`config.mk`:
```
export PLATFORM = sky130hd
export DESIGN_NAME = pump_cascade_stage_sequencer
export DESIGN_NICKNAME = d
export VERILOG_FILES = /design/src/sv/pcs_pkg.sv /design/src/sv/pcs_cfg_regs.sv /design/src/sv/pcs_step.sv /design/src/sv/pump_cascade_stage_sequencer.sv
export SDC_FILE = /design/constraint.sdc
export NUM_CORES = 1
export LEC_CHECK = 0
export BUFFER_PORTS_ARGS = -buffer_cell sky130_fd_sc_hd__buf_2
export CORE_ASPECT_RATIO = 2
export CORE_MARGIN = 2
export CORE_UTILIZATION = 62
export CTS_CLUSTER_DIAMETER = 30
export DETAILED_ROUTE_END_ITERATION = 8
export HOLD_SLACK_MARGIN = 0.06
export PLACE_DENSITY_LB_ADDON = 0.05
export SKIP_LAST_GASP = 1
export SLEW_MARGIN = 20
export SYNTH_ARGS = -nofsm -noshare
export SYNTH_HDL_FRONTEND = slang
export SYNTH_HIERARCHICAL = 1
export SYNTH_SLANG_ARGS = --single-unit
export TNS_END_PERCENT = 5
```
`constraint.sdc`:
```
create_clock -name clk -period 6.17 [get_ports clk]
set_clock_uncertainty 0.05 [all_clocks]
set_input_delay 0.3085 -clock clk [delete_from_list [all_inputs] [get_ports clk]]
set_output_delay 0.3085 -clock clk [all_outputs]
set_load 0.005 [all_outputs]
```
`src/sv/pcs_pkg.sv`:
```
// ----------------------------------------------------------------------------
// Pump cascade stage sequencer package
// Shared types, codes and constants for the sequencer, its configuration
// registers, its step logic and its checker.
// ----------------------------------------------------------------------------
package pcs_pkg;

  // Field widths.
  localparam int TimeW   = 32;
  localparam int FreqW   = 12;
  localparam int CountW  = 4;
  localparam int PauseW  = 13;
  localparam int TicksW  = 20;
  localparam int CodeW   = 4;
  localparam int TrendW  = 2;
  localparam int FillW   = 8;
  localparam int CfgIdxW = 3;
  localparam int CfgDatW = 13;

  // Default for the pump limit parameter.
  localparam int MaxPumpsDefault = 8;

  // One pause unit is one hundred ticks.
  localparam logic [TicksW-1:0] TicksPerPause = TicksW'(100);
  // Fixed wait after adding a pump when at most one pump is allowed.
  localparam logic [TicksW-1:0] SingleUpWait  = TicksW'(1000);

  // Configuration register reset values.
  localparam logic [FreqW-1:0]  FreqMinReset   = FreqW'(250);
  localparam logic [FreqW-1:0]  FreqMaxReset   = FreqW'(500);
  localparam logic [CountW-1:0] PumpCountReset = CountW'(2);
  localparam logic [TicksW-1:0] PauseTicksReset = TicksW'(5000);

  // Fill routine status codes.
  localparam logic [FillW-1:0] FillDone = FillW'(1);
  localparam int FillAlarmBit = 7;

  // Trend codes of the limit check.
  localparam logic [TrendW-1:0] TrendUp   = 2'b01;
  localparam logic [TrendW-1:0] TrendDown = 2'b11;

  // Configuration register indexes.
  typedef enum logic [CfgIdxW-1:0] {
    CFG_FREQ_MIN      = 3'd0,
    CFG_FREQ_MAX      = 3'd1,
    CFG_PUMP_COUNT    = 3'd2,
    CFG_PAUSE_UP      = 3'd3,
    CFG_PAUSE_DOWN    = 3'd4,
    CFG_HANDOVER_MODE = 3'd5,
    CFG_FILL_ENABLE   = 3'd6
  } cfg_index_t;

  // State codes as shown on the result channel.
  localparam logic [CodeW-1:0] CODE_INIT  = 4'd0;
  localparam logic [CodeW-1:0] CODE_START = 4'd1;
  localparam logic [CodeW-1:0] CODE_RUN   = 4'd2;
  localparam logic [CodeW-1:0] CODE_UP    = 4'd3;
  localparam logic [CodeW-1:0] CODE_DOWN  = 4'd4;
  localparam logic [CodeW-1:0] CODE_STOP  = 4'd5;
  localparam logic [CodeW-1:0] CODE_OFF   = 4'd6;
  localparam logic [CodeW-1:0] CODE_ALARM = 4'd7;
  localparam logic [CodeW-1:0] CODE_FILL  = 4'd8;

  // Controller state, one-hot.
  typedef enum logic [8:0] {
    ST_INIT  = 9'b000000001,
    ST_START = 9'b000000010,
    ST_RUN   = 9'b000000100,
    ST_UP    = 9'b000001000,
    ST_DOWN  = 9'b000010000,
    ST_STOP  = 9'b000100000,
    ST_OFF   = 9'b001000000,
    ST_ALARM = 9'b010000000,
    ST_FILL  = 9'b100000000
  } state_t;

  // Live configuration, pauses already scaled to ticks.
  typedef struct packed {
    logic [FreqW-1:0]  freq_min;
    logic [FreqW-1:0]  freq_max;
    logic [CountW-1:0] pump_count;
    logic [TicksW-1:0] pause_up_ticks;
    logic [TicksW-1:0] pause_down_ticks;
    logic              handover_mode;
    logic              fill_enable;
  } cfg_t;

  // One control tick.
  typedef struct packed {
    logic [TimeW-1:0]  now;
    logic              run_request;
    logic              inverter_fault;
    logic [FreqW-1:0]  inverter_freq;
    logic [TrendW-1:0] limit_trend;
    logic [FreqW-1:0]  pid_freq;
    logic [FillW-1:0]  fill_status;
  } item_t;

  // One result.
  typedef struct packed {
    logic [FreqW-1:0]  freq_task;
    logic [CountW-1:0] pumps_on;
    logic [CodeW-1:0]  ctrl_code;
    logic              pid_clear;
    logic              pid_preset;
    logic              pid_advance;
    logic              pid_slow;
    logic              fill_start;
  } result_t;

  // Maps the one-hot state to its external code.
  function automatic logic [CodeW-1:0] state_code(input state_t st);
    logic [CodeW-1:0] code;
    unique case (st)
      ST_START: code = CODE_START;
      ST_RUN:   code = CODE_RUN;
      ST_UP:    code = CODE_UP;
      ST_DOWN:  code = CODE_DOWN;
      ST_STOP:  code = CODE_STOP;
      ST_OFF:   code = CODE_OFF;
      ST_ALARM: code = CODE_ALARM;
      ST_FILL:  code = CODE_FILL;
      default:  code = CODE_INIT;
    endcase
    return code;
  endfunction

endpackage

```
`src/sv/pcs_cfg_regs.sv`:
```
// ----------------------------------------------------------------------------
// Pump cascade configuration registers
// Holds the seven setup registers; pause values are stored scaled to ticks.
// ----------------------------------------------------------------------------
module pcs_cfg_regs (
  input  logic                        clk,
  input  logic                        rst,
  input  logic                        cfg_valid,
  output logic                        cfg_ready,
  input  logic [pcs_pkg::CfgIdxW-1:0] cfg_index,
  input  logic [pcs_pkg::CfgDatW-1:0] cfg_data,
  output pcs_pkg::cfg_t               cfg
);

  logic [pcs_pkg::TicksW-1:0] pause_ticks;

  // Writes are taken in any cycle.
  assign cfg_ready = 1'b1;

  // Scale a written pause to ticks once, at write time.
  assign pause_ticks = pcs_pkg::TicksW'(cfg_data) * pcs_pkg::TicksPerPause;

  // Register file; writes to unused indexes are dropped.
  always_ff @(posedge clk) begin
    if (rst) begin
      cfg.freq_min         <= pcs_pkg::FreqMinReset;
      cfg.freq_max         <= pcs_pkg::FreqMaxReset;
      cfg.pump_count       <= pcs_pkg::PumpCountReset;
      cfg.pause_up_ticks   <= pcs_pkg::PauseTicksReset;
      cfg.pause_down_ticks <= pcs_pkg::PauseTicksReset;
      cfg.handover_mode    <= 1'b0;
      cfg.fill_enable      <= 1'b0;
    end else if (cfg_valid && cfg_ready) begin
      unique case (cfg_index)
        pcs_pkg::CFG_FREQ_MIN:      cfg.freq_min <= cfg_data[pcs_pkg::FreqW-1:0];
        pcs_pkg::CFG_FREQ_MAX:      cfg.freq_max <= cfg_data[pcs_pkg::FreqW-1:0];
        pcs_pkg::CFG_PUMP_COUNT:    cfg.pump_count <= cfg_data[pcs_pkg::CountW-1:0];
        pcs_pkg::CFG_PAUSE_UP:      cfg.pause_up_ticks <= pause_ticks;
        pcs_pkg::CFG_PAUSE_DOWN:    cfg.pause_down_ticks <= pause_ticks;
        pcs_pkg::CFG_HANDOVER_MODE: cfg.handover_mode <= cfg_data[0];
        pcs_pkg::CFG_FILL_ENABLE:   cfg.fill_enable <= cfg_data[0];
        default: ;
      endcase
    end
  end

endmodule

```
`src/sv/pcs_step.sv`:
```
// ----------------------------------------------------------------------------
// Pump cascade step logic
// Controller state registers and the next-state logic for one control tick.
// ----------------------------------------------------------------------------
module pcs_step #(
  parameter int MAX_PUMPS = pcs_pkg::MaxPumpsDefault
) (
  input  logic             clk,
  input  logic             rst,
  input  logic             step_en,
  input  pcs_pkg::item_t   item,
  input  pcs_pkg::cfg_t    cfg,
  output pcs_pkg::result_t result
);

  pcs_pkg::state_t                 state, state_next, state_eff;
  logic [pcs_pkg::CountW-1:0]      stage_count, stage_count_next;
  logic [pcs_pkg::TimeW-1:0]       pause_deadline, pause_deadline_next;
  logic [pcs_pkg::TimeW-1:0]       steady_since, steady_since_next;
  logic [pcs_pkg::FreqW-1:0]       freq_command, freq_command_next;
  logic                            slow_period, slow_period_next;
  logic                            clr, pre, adv, fst;
  logic [pcs_pkg::CountW-1:0]      stage_limit;
  logic [pcs_pkg::TicksW-1:0]      up_wait;
  logic [pcs_pkg::TimeW-1:0]       down_hold_end, up_hold_end;
  logic                            multi_pump;

  // Saturation point for the pump count.
  assign stage_limit = (cfg.pump_count < pcs_pkg::CountW'(MAX_PUMPS)) ?
                       cfg.pump_count : pcs_pkg::CountW'(MAX_PUMPS);
  assign multi_pump  = cfg.pump_count > pcs_pkg::CountW'(1);
  assign up_wait     = multi_pump ? cfg.pause_up_ticks : pcs_pkg::SingleUpWait;

  // Ends of the steady-trend hold windows, wrapping at 32 bits.
  assign down_hold_end = steady_since + pcs_pkg::TimeW'(cfg.pause_down_ticks);
  assign up_hold_end   = steady_since + pcs_pkg::TimeW'(cfg.pause_up_ticks);

  // A fault overrides the current state before it is handled.
  assign state_eff = item.inverter_fault ? pcs_pkg::ST_ALARM : state;

  // Next-state logic for one tick.
  always_comb begin
    state_next          = state_eff;
    stage_count_next    = stage_count;
    pause_deadline_next = pause_deadline;
    steady_since_next   = steady_since;
    freq_command_next   = freq_command;
    slow_period_next    = slow_period;
    clr = 1'b0;
    pre = 1'b0;
    adv = 1'b0;
    fst = 1'b0;
    unique case (state_eff)
      pcs_pkg::ST_START: begin
        if (item.run_request) begin
          freq_command_next = cfg.freq_min;
          if (item.inverter_freq >= cfg.freq_min) begin
            pre = 1'b1;
            pause_deadline_next = item.now;
            if (cfg.fill_enable) begin
              state_next       = pcs_pkg::ST_FILL;
              slow_period_next = 1'b1;
              fst              = 1'b1;
            end else begin
              state_next = pcs_pkg::ST_RUN;
            end
          end
        end else begin
          state_next = pcs_pkg::ST_STOP;
        end
      end
      pcs_pkg::ST_DOWN: begin
        if (cfg.handover_mode) begin
          freq_command_next = cfg.freq_max;
          if (item.inverter_freq >= cfg.freq_max) begin
            state_next = pcs_pkg::ST_RUN;
            pre = 1'b1;
          end
        end else begin
          state_next = pcs_pkg::ST_RUN;
          pause_deadline_next = item.now + pcs_pkg::TimeW'(cfg.pause_down_ticks);
        end
      end
      pcs_pkg::ST_UP: begin
        if (cfg.handover_mode) begin
          freq_command_next = cfg.freq_min;
          if (item.inverter_freq <= cfg.freq_min) begin
            state_next = pcs_pkg::ST_RUN;
            pre = 1'b1;
          end
        end else begin
          state_next = pcs_pkg::ST_RUN;
          pause_deadline_next = item.now + pcs_pkg::TimeW'(up_wait);
        end
      end
      pcs_pkg::ST_RUN: begin
        if (!item.run_request) begin
          state_next = pcs_pkg::ST_STOP;
        end else begin
          adv = 1'b1;
          freq_command_next = item.pid_freq;
          if (pause_deadline < item.now) begin
            if (item.limit_trend == pcs_pkg::TrendDown) begin
              // Remove a pump once the hold has passed and one is on.
              if (!(multi_pump && down_hold_end > item.now) &&
                  stage_count != '0) begin
                stage_count_next    = stage_count - pcs_pkg::CountW'(1);
                state_next          = pcs_pkg::ST_DOWN;
                pause_deadline_next = item.now;
              end
            end else if (item.limit_trend == pcs_pkg::TrendUp) begin
              // Add a pump once the hold has passed and the limit allows.
              if (!(up_hold_end > item.now) && stage_count < stage_limit) begin
                stage_count_next    = stage_count + pcs_pkg::CountW'(1);
                state_next          = pcs_pkg::ST_UP;
                pause_deadline_next = item.now;
              end
            end else begin
              steady_since_next = item.now;
            end
          end
        end
      end
      pcs_pkg::ST_STOP: begin
        if (!item.run_request) begin
          freq_command_next = '0;
          stage_count_next  = '0;
          if (item.inverter_freq == '0) begin
            state_next = pcs_pkg::ST_OFF;
          end
        end else begin
          state_next = pcs_pkg::ST_INIT;
        end
      end
      pcs_pkg::ST_OFF: begin
        if (item.run_request) begin
          state_next = pcs_pkg::ST_INIT;
        end
      end
      pcs_pkg::ST_ALARM: begin
        if (!item.inverter_fault) begin
          state_next = pcs_pkg::ST_OFF;
        end
        stage_count_next = '0;
      end
      pcs_pkg::ST_FILL: begin
        if (item.fill_status[pcs_pkg::FillAlarmBit]) begin
          state_next = pcs_pkg::ST_ALARM;
        end
        if (item.fill_status == pcs_pkg::FillDone) begin
          state_next       = pcs_pkg::ST_RUN;
          slow_period_next = 1'b0;
        end
      end
      default: begin
        slow_period_next = 1'b0;
        clr              = 1'b1;
        stage_count_next = '0;
        state_next       = pcs_pkg::ST_START;
      end
    endcase
  end

  // Result of this tick, taken by the output register.
  always_comb begin
    result.freq_task   = freq_command_next;
    result.pumps_on    = stage_count_next;
    result.ctrl_code   = pcs_pkg::state_code(state_next);
    result.pid_clear   = clr;
    result.pid_preset  = pre;
    result.pid_advance = adv;
    result.pid_slow    = slow_period_next;
    result.fill_start  = fst;
  end

  // Controller state, updated once per processed tick.
  always_ff @(posedge clk) begin
    if (rst) begin
      state          <= pcs_pkg::ST_INIT;
      stage_count    <= '0;
      pause_deadline <= '0;
      steady_since   <= '0;
      freq_command   <= '0;
      slow_period    <= 1'b0;
    end else if (step_en) begin
      state          <= state_next;
      stage_count    <= stage_count_next;
      pause_deadline <= pause_deadline_next;
      steady_since   <= steady_since_next;
      freq_command   <= freq_command_next;
      slow_period    <= slow_period_next;
    end
  end

endmodule

```
`src/sv/pump_cascade_stage_sequencer.sv`:
```
// ----------------------------------------------------------------------------
// Pump cascade stage sequencer
// Per-tick controller for a variable speed main pump and extra fixed pumps.
// ----------------------------------------------------------------------------
// Usage:
//   One control tick enters on the input channel (in_valid / in_stall) and
//   one result leaves on the output channel (out_valid / out_stall). A
//   transfer happens at a rising edge with valid high and stall low.
//   Setup registers are written over cfg_valid / cfg_ready with cfg_index
//   and cfg_data; cfg_ready is always high. Write them only while idle.
//   The tick is captured in an input register, the step logic runs between
//   that register and the result register, and the result is shown from
//   the result register. Throughput is one tick per cycle while out_stall
//   is low, set by the single pass from input register to result register.
//   When the receiver stalls, the result is held, one more tick may enter
//   the input register, and then in_stall rises until the result moves.
//   Reset (rst, synchronous) empties both registers, loads the setup
//   defaults and puts the controller in its init state.
// ----------------------------------------------------------------------------
module pump_cascade_stage_sequencer #(
  parameter int MAX_PUMPS = pcs_pkg::MaxPumpsDefault
) (
  input  logic                        clk,
  input  logic                        rst,
  // Input channel
  input  logic                        in_valid,
  output logic                        in_stall,
  input  logic [pcs_pkg::TimeW-1:0]   now,
  input  logic                        run_request,
  input  logic                        inverter_fault,
  input  logic [pcs_pkg::FreqW-1:0]   inverter_freq,
  input  logic signed [pcs_pkg::TrendW-1:0] limit_trend,
  input  logic [pcs_pkg::FreqW-1:0]   pid_freq,
  input  logic [pcs_pkg::FillW-1:0]   fill_status,
  // Output channel
  output logic                        out_valid,
  input  logic                        out_stall,
  output logic [pcs_pkg::FreqW-1:0]   freq_task,
  output logic [pcs_pkg::CountW-1:0]  pumps_on,
  output logic [pcs_pkg::CodeW-1:0]   ctrl_code,
  output logic                        pid_clear,
  output logic                        pid_preset,
  output logic                        pid_advance,
  output logic                        pid_slow,
  output logic                        fill_start,
  // Configuration write channel
  input  logic                        cfg_valid,
  output logic                        cfg_ready,
  input  logic [pcs_pkg::CfgIdxW-1:0] cfg_index,
  input  logic [pcs_pkg::CfgDatW-1:0] cfg_data
);

  pcs_pkg::cfg_t    cfg;
  pcs_pkg::item_t   item;
  pcs_pkg::result_t step_result, result;
  logic             item_valid;
  logic             result_move;
  logic             step_en;

  pcs_cfg_regs u_cfg_regs (
    .clk       (clk),
    .rst       (rst),
    .cfg_valid (cfg_valid),
    .cfg_ready (cfg_ready),
    .cfg_index (cfg_index),
    .cfg_data  (cfg_data),
    .cfg       (cfg)
  );

  // The result register can load when empty or when its result transfers.
  assign result_move = !out_valid || !out_stall;
  assign step_en     = item_valid && result_move;
  assign in_stall    = item_valid && !result_move;

  // Input register.
  always_ff @(posedge clk) begin
    if (rst) begin
      item_valid <= 1'b0;
    end else if (!in_stall) begin
      item_valid <= in_valid;
    end
  end

  always_ff @(posedge clk) begin
    if (in_valid && !in_stall) begin
      item.now            <= now;
      item.run_request    <= run_request;
      item.inverter_fault <= inverter_fault;
      item.inverter_freq  <= inverter_freq;
      item.limit_trend    <= limit_trend;
      item.pid_freq       <= pid_freq;
      item.fill_status    <= fill_status;
    end
  end

  pcs_step #(
    .MAX_PUMPS (MAX_PUMPS)
  ) u_step (
    .clk     (clk),
    .rst     (rst),
    .step_en (step_en),
    .item    (item),
    .cfg     (cfg),
    .result  (step_result)
  );

  // Result register.
  always_ff @(posedge clk) begin
    if (rst) begin
      out_valid <= 1'b0;
    end else if (result_move) begin
      out_valid <= item_valid;
    end
  end

  always_ff @(posedge clk) begin
    if (step_en) begin
      result <= step_result;
    end
  end

  assign freq_task   = result.freq_task;
  assign pumps_on    = result.pumps_on;
  assign ctrl_code   = result.ctrl_code;
  assign pid_clear   = result.pid_clear;
  assign pid_preset  = result.pid_preset;
  assign pid_advance = result.pid_advance;
  assign pid_slow    = result.pid_slow;
  assign fill_start  = result.fill_start;

endmodule

```
# After elaboration in Yosys (flattened, before gate mapping)
# Cells that the tools add are included.
word_totals:
  input_bits: 89
  register_bits: 251
  word_cells: 176
  out_inout_bits: 28
classes:
  reduce_logical: 30
  n_addsub: 6
  n_lt_le_gt_ge: 9
  multipliers: 1
  eq_ne: 34
  n_mux: 64
  n_bitwise: 2
ops:
  columns: ["op", "count"]
  rows:
  - ["$mux W32", 10]
  - ["$mux W9", 20]
  - ["$add A32 B20 Y32", 4]
  - ["$pmux W32 S4", 1]
  - ["$pmux W9 S8", 1]
  - ["$gt A32 B32 Y1", 2]
  - ["$mux W12", 5]
  - ["$pmux W12 S5", 1]
  - ["$lt A32 B32 Y1", 1]
  - ["$mux W4", 8]
  - ["$pmux W4 S8", 1]
  - ["$ge A12 B12 Y1", 2]
  - ["$mux W20", 1]
  - ["$eq A9 B2 Y1 const B", 2]
  - ["$eq A9 B3 Y1 const B", 2]
  - ["$eq A9 B4 Y1 const B", 2]
  - ["$eq A9 B5 Y1 const B", 2]
  - ["$eq A9 B6 Y1 const B", 2]
  - ["$eq A9 B7 Y1 const B", 2]
  - ["$eq A9 B8 Y1 const B", 2]
  - ["$eq A9 B9 Y1 const B", 2]
  - ["$mul A13 B5 Y18 const B", 1]
  - ["$reduce_and A2 Y1", 7]
  - ["$mux W1", 13]
  - ["other kinds (31)", 52]

# Longest topological paths before layout
logic_depth:
  word_depth: 12
  depth_mapped: 24
  mapped_depth_nobuf: 22

# Cells and area by module
# Netlist, hierarchy kept.
by_module_without_submodules:
  columns: ["mod", "seq_area_each_um2", "area_each_um2", "n_inst", "cells_per_inst"]
  rows:
  - ["pcs_step", 1801.7, 11075.6, 1, 1525]
  - ["pcs_cfg_regs", 1321.3, 3801.1, 1, 456]
  - ["pump_cascade_stage_sequencer", 2832.7, 2879.0, 1, 103]

# Worst setup path after synthesis
# Ideal clock, no wire load.
synth_timing:
  kind: "reg2reg"
  start: "register u_cfg_regs/cfg[25] (netlist name)"
  end: "register u_step/pause_deadline[0] (netlist name)"
  period_less_slack_ps: 5016
  path_slack_ps: 1154
  path_buffers: 1
  t_required_ps: 5977
  path_stages_with_launch: 20
  setup_ps: 143
  arrival_time_ps: 4823
  path_cell_list: "dfxtp_1 ha_1 inv_1 o21a_1 or4b_1 and3b_1 o311ai_1 a21oi_1 nand2b_1 xnor2_1 ha_1 nand4_1 or4_1 nor3_1 a31oi_1 nor3_2 o2111ai_2 a211oi_4 buf_2 a311oi_2"
synth_between:
  elab_chain_cells: 6
synth_rtl:
  columns: ["element", "line_no", "text"]
  rows:
  - ["$add A32 B20 Y32", "pcs_step.sv:36", "assign up_hold_end = steady_since + pcs_pkg::TimeW'(cfg.pause_up_ticks);"]
  - ["$gt A32 B32 Y1", "pcs_step.sv:113", "if (!(up_hold_end > item.now) && stage_count < stage_limit) begin"]
  - ["$logic_not A1 Y1", "pcs_step.sv:113", null]
  - ["$logic_and A1 B1 Y1", "pcs_step.sv:113", null]
  - ["$ne A3 B1 Y1 (no source line)", null, null]
  - ["$reduce_and A11 Y1 (no source line)", null, null]
  - ["to (signal assigned)", "pcs_step.sv:188", "pause_deadline <= pause_deadline_next;"]
  - ["to (decl)", "pcs_step.sv:18", "logic [pcs_pkg::TimeW-1:0] pause_deadline, pause_deadline_next;"]
# No other way between the ends.
# A chain may end at the register's enable or synchronous reset.

# Worst setup path in the final report
layout_timing:
  start: "register u_step/steady_since[10] (netlist name)"
  end: "register u_step/pause_deadline[11] (netlist name)"
layout_between:
  elab_chain_cells: 7
  word_cells_on_any_way: 12
  cone_classes: "add/sub (2); order compare (2); eq/ne (2); reduce/logical (6)"
layout_rtl:
  columns: ["element", "line_no", "text"]
  rows:
  - ["from (decl)", "pcs_step.sv:19", "logic [pcs_pkg::TimeW-1:0] steady_since, steady_since_next;"]
  - ["from (signal assigned)", "pcs_step.sv:189", "steady_since <= steady_since_next;"]
  - ["$add A32 B20 Y32", "pcs_step.sv:35", "assign down_hold_end = steady_since + pcs_pkg::TimeW'(cfg.pause_down_ticks);"]
  - ["$gt A32 B32 Y1", "pcs_step.sv:105", "if (!(multi_pump && down_hold_end > item.now) &&"]
  - ["$logic_and A1 B1 Y1", "pcs_step.sv:105", null]
  - ["$logic_not A1 Y1", "pcs_step.sv:105", null]
  - ["$logic_and A1 B1 Y1", "pcs_step.sv:105", null]
  - ["$ne A3 B3 Y1 (no source line)", null, null]
  - ["$reduce_and A11 Y1 (no source line) (*)", null, null]
# Every way passes the cells marked *; elsewhere a longest branch is shown, timed or not.

==> impl_results.md <==
- Layout cell share with drive strength beyond 1: 0.114
- CP startpoint: u_step/steady_since[10]
- Vias per cell: ~6.4
- Area contributors post-synth: dfxtp_1 18%, ha_1 16%, edfxtp_1 16%, nand2_1 6.5%, a21oi_1 5.7%
- Via count: 17100
- Fin. max-slew vios: 0
- Power density cells: 232 nW/µm²
- Cells after synthesis: approximately 2100
- Boundary Pins: approximately 120
- Max-cap viol count: 0
- Gp weighted congestion: between 0.9 and 1
- CP Max Fanout: 39
- R2R cell count: 22
- Yosys top cell area share: 0.178
- IO buf count: between 100 and 150
- CP Capture Type: register
- Hold WC Path Type: input pin to register
- Setup_tns: 0 ps
- Number of synthesized flops with an enable pin: 93
- Delay of the slowest cell on the worst path: around 480 ps
- Main combinational cell family by area after synthesis: compound AO/OA/AOI/OAI gates
- CTS sink count: 251
- WP data required: 6530 ps
- Initial antenna violation count: 4
- Cell taking the most area after synthesis: dfxtp_1
- Status: finished clean
- Hold depth: 4
- Post-synth design cell area: between 15000 and 20000 µm²
- Die span in y: 243 µm
- Starting Density: 0.630
- Clock power share: 0.462
- Simple-Gate Fraction of Synth Area: 0.190
- Pint: approximately 3400 µW
- CTS Buf Count: 39
- CTS tree: done
- Pin count of the biggest net entering global routing: 69
- Post-route setup slack: 176 ps
- Clock root buffer: clkbuf_16
- Crit start category: register
- Global-route wire length before repair: between 90 and 100 mm
- Drt first pass iters: 6
- Deepest clock path buffer count: 3
- Syn Area/Cell: between 8 and 9 µm²
- Sw Share: 0.298
- Post-synth cell types: 87
- Register area share after synthesis: 0.335
- HP Start: cfg_index[2]
- FMAX: 0.167 GHz
- Post-CTS setup buffer count: 0
- Post-synthesis register bit count: between 200 and 300
- Leak: ~0.0090 µW
- Max H-tree Level: 2
- Worst reg2reg path endpoint: u_step/pause_deadline[11]
- Area share of fa/ha/maj cells after synthesis: 0.172
- CTS Hold Buffers Added: slightly above 80
- Worst-margin pin slew: 1060 ps
- Sw power: approximately 1400 µW
- Layout area overhead: 17.2%
- WP data arrival: 6360 ps
- Post-synthesis xor/xnor area fraction: 0.0409
- Shortest period the worst path allows: 5990 ps
- Remaining DRCs: 0
- Final hold vios: 0
- Wire length per cell: 23.3 µm
- Ys Warns: 6
- Mux share of post-synthesis cell area: 0.00740
- Final ANT Viol Nets: 0
- Maximum vdd ir drop: slightly above 300 µV
- Setup slack at placement: 536 ps
- FP Rows: 87
- Vias in the first global route: roughly 18000
- # resized after CTS: 0
- Final setup viols: 0
- Post-synthesis compound-gate area fraction: 0.205
- Kind of critical path: register to register
- Slowest stage cell, crit path: nor4_1
- Core box area: between 20000 and 30000 µm²
- Fill count: 2195
- Clock transition at the registers of the reported paths: around 60 ps
- Ys async rst share: 0
- Sequential group share of total power: 0.381
- Period Utilization, post-route: 0.971
- Reg2Reg Setup Slack: about 180 ps
- Combinational Power Share: 0.157
- Hpwl dp: roughly 44 mm
- Total gr overflow: 0
- Die Area: 30100 µm²
- Synth Flop Type: dfxtp_1
- Rel. slew slack: 0.293
- RSZ-0062 raised after global routing: false
- Clk_lat worst skew: 560 ps
- Starting DRT DRC Count: between 1000 and 1500
- Final WL: approximately 62 mm
- Die W: 124 µm
- Cell Chain, Critical Path: ha_1 > and3_1 > o221ai_1 > a31oi_1 > o211ai_1 > a31o_2 > o21bai_1 > a21oi_1 > buf_4 > nor2_1 > xor2_1 > ha_1 > nand4_1 > nor4_1 > nand3_1 > nand2_1 > o2bb2ai_1 > o2111ai_2 > a211oi_4 > buf_12 > nor2_1 > a311oi_1
- Layout Nets: between 2000 and 3000
- Total Routing Usage GR: 0.420
- FF-to-FF Start: u_step/steady_since[10]
- Hold-critical path endpoint: u_cfg_regs/cfg[1]
-- synth_stat cells (29+ instances only) --
cell type / instances
nand2b_1: 29
clkbuf_1: 58
xor2_1: 36
o21ai_0: 96
a21oi_1: 202
nand4_1: 29
inv_1: 123
xnor2_1: 47
ha_1: 227
nor2_1: 159
dfxtp_1: 158
nand3_1: 65
nor3_1: 35
nand2_1: 306
edfxtp_1: 93
a21o_1: 31
-- power by group through the flow --
stage / Combinational (µW) / Clock [µW] / Sequential, µW
floorplan: 491 / 0 / 1840
global placement: 664 / 0 / 1870
detailed placement: 681 / 0 / 1870
CTS: 729 / 2230 / 1830
global route: 833 / 2320 / 1840
finish: 757 / 2230 / 1840
-- flip-flops by register name (all words and copies together) (netlist names), 4 cells and up --
| register | cells |
|---|---|
| u_cfg_regs/cfg | 66 |
| item | 68 |
| u_step/freq_command | 12 |
| ctrl_code | 4 |
| u_step/stage_count | 4 |
| u_step/pause_deadline | 32 |
| u_step/steady_since | 32 |
| u_step/state | 9 |
| freq_task | 12 |
| pumps_on | 4 |
-- metrics by stage --
step / util / cells / hold WS (ps) / total power (µW) / cell area (µm²)
after floorplan: - / 2087 / 321 / 2330 / 17800
after global placement: 0.660 / 2493 / 392 / 2530 / 18600
after detailed placement: 0.660 / 2493 / 397 / 2550 / 18600
after CTS: 0.736 / 2647 / 119 / 4790 / 20800
after global routing: 0.738 / 2651 / 172 / 4990 / 20800
final: 0.738 / 2653 / 146 / 4820 / 20800
-- worst max-delay path, delay by kind of cell, from the launching register on --
| family | cells | cell delay [ps] |
|---|---|---|
| and+or+nand+nor | 7 | 1500 |
| xor gates and xnor gates | 1 | 120 |
| adders and majority gates | 2 | 720 |
| buffers and inverters | 2 | 460 |
| AOI/OAI and AO/OA | 10 | 2640 |
| DFF | 1 | 330 |
-- metal layers --
metal	vias up	global-route usage	wire, µm
li1	7892	-	-
met1	8023	0.379	19400
met2	818	0.708	31000
met3	349	0.122	4280
met4	0	0.419	7190
met5	-	0	0
-- how the worst max path moves through the flow --
stage | slack (ps) | cells past startpoint | to
after floorplan | 1150 | 19 | u_step/pause_deadline[0]
after global placement | 720 | 20 | u_step/pause_deadline[18]
after detailed placement | 540 | 20 | u_step/pause_deadline[11]
after CTS | 470 | 20 | u_step/pause_deadline[11]
after global routing | 30 | 22 | u_step/pause_deadline[11]
final | 180 | 22 | u_step/pause_deadline[11]
-- cells in the final DEF (no fill, tap or decap), types with 9 or more instances in the layout --
| master | n |
|---|---|
| nand2_1 | 306 |
| ha_1 | 227 |
| a21oi_1 | 202 |
| nor2_1 | 158 |
| dfxtp_1 | 158 |
| inv_1 | 123 |
| buf_2 | 114 |
| o21ai_0 | 95 |
| edfxtp_1 | 93 |
| dlygate4sd3_1 | 82 |
| nand3_1 | 65 |
| xnor2_1 | 47 |
| clkbuf_16 | 42 |
| xor2_1 | 36 |
| nor3_1 | 34 |
| a21o_1 | 31 |
| nand2b_1 | 29 |
| nand4_1 | 29 |
| o211ai_1 | 27 |
| and3_1 | 25 |
| buf_4 | 24 |
| a211oi_1 | 24 |
| a211oi_2 | 22 |
| a31oi_1 | 19 |
| o21a_1 | 15 |
| nor2b_1 | 14 |
| mux2i_1 | 12 |
| a222oi_1 | 12 |
| fa_1 | 11 |
| o31ai_1 | 11 |
| nor4_1 | 10 |
| or3_1 | 9 |
| a21boi_0 | 9 |
-- cell families after synthesis --
group / Yosys count
and+or+nand+nor: 731
other: 2
xor gates and xnor gates: 83
adders and majority gates: 238
DFF: 251
buffers and inverters: 212
muxes: 13
AOI/OAI and AO/OA: 554
-- area by class of cell --
class | instances | area [µm²] | share of cell area
multi-input combinational | 1624 | 11000 | 0.528
tap | 356 | 445 | 0.0214
inverter | 124 | 465 | 0.0224
clock buffer | 51 | 1100 | 0.0531
antenna | 4 | 10.0 | 0.000481
timing repair buffer | 222 | 1600 | 0.0771
sequential | 251 | 5960 | 0.286
clock inverter | 21 | 224 | 0.0108
No activity file was read; power rests on OpenSTA's default activity.
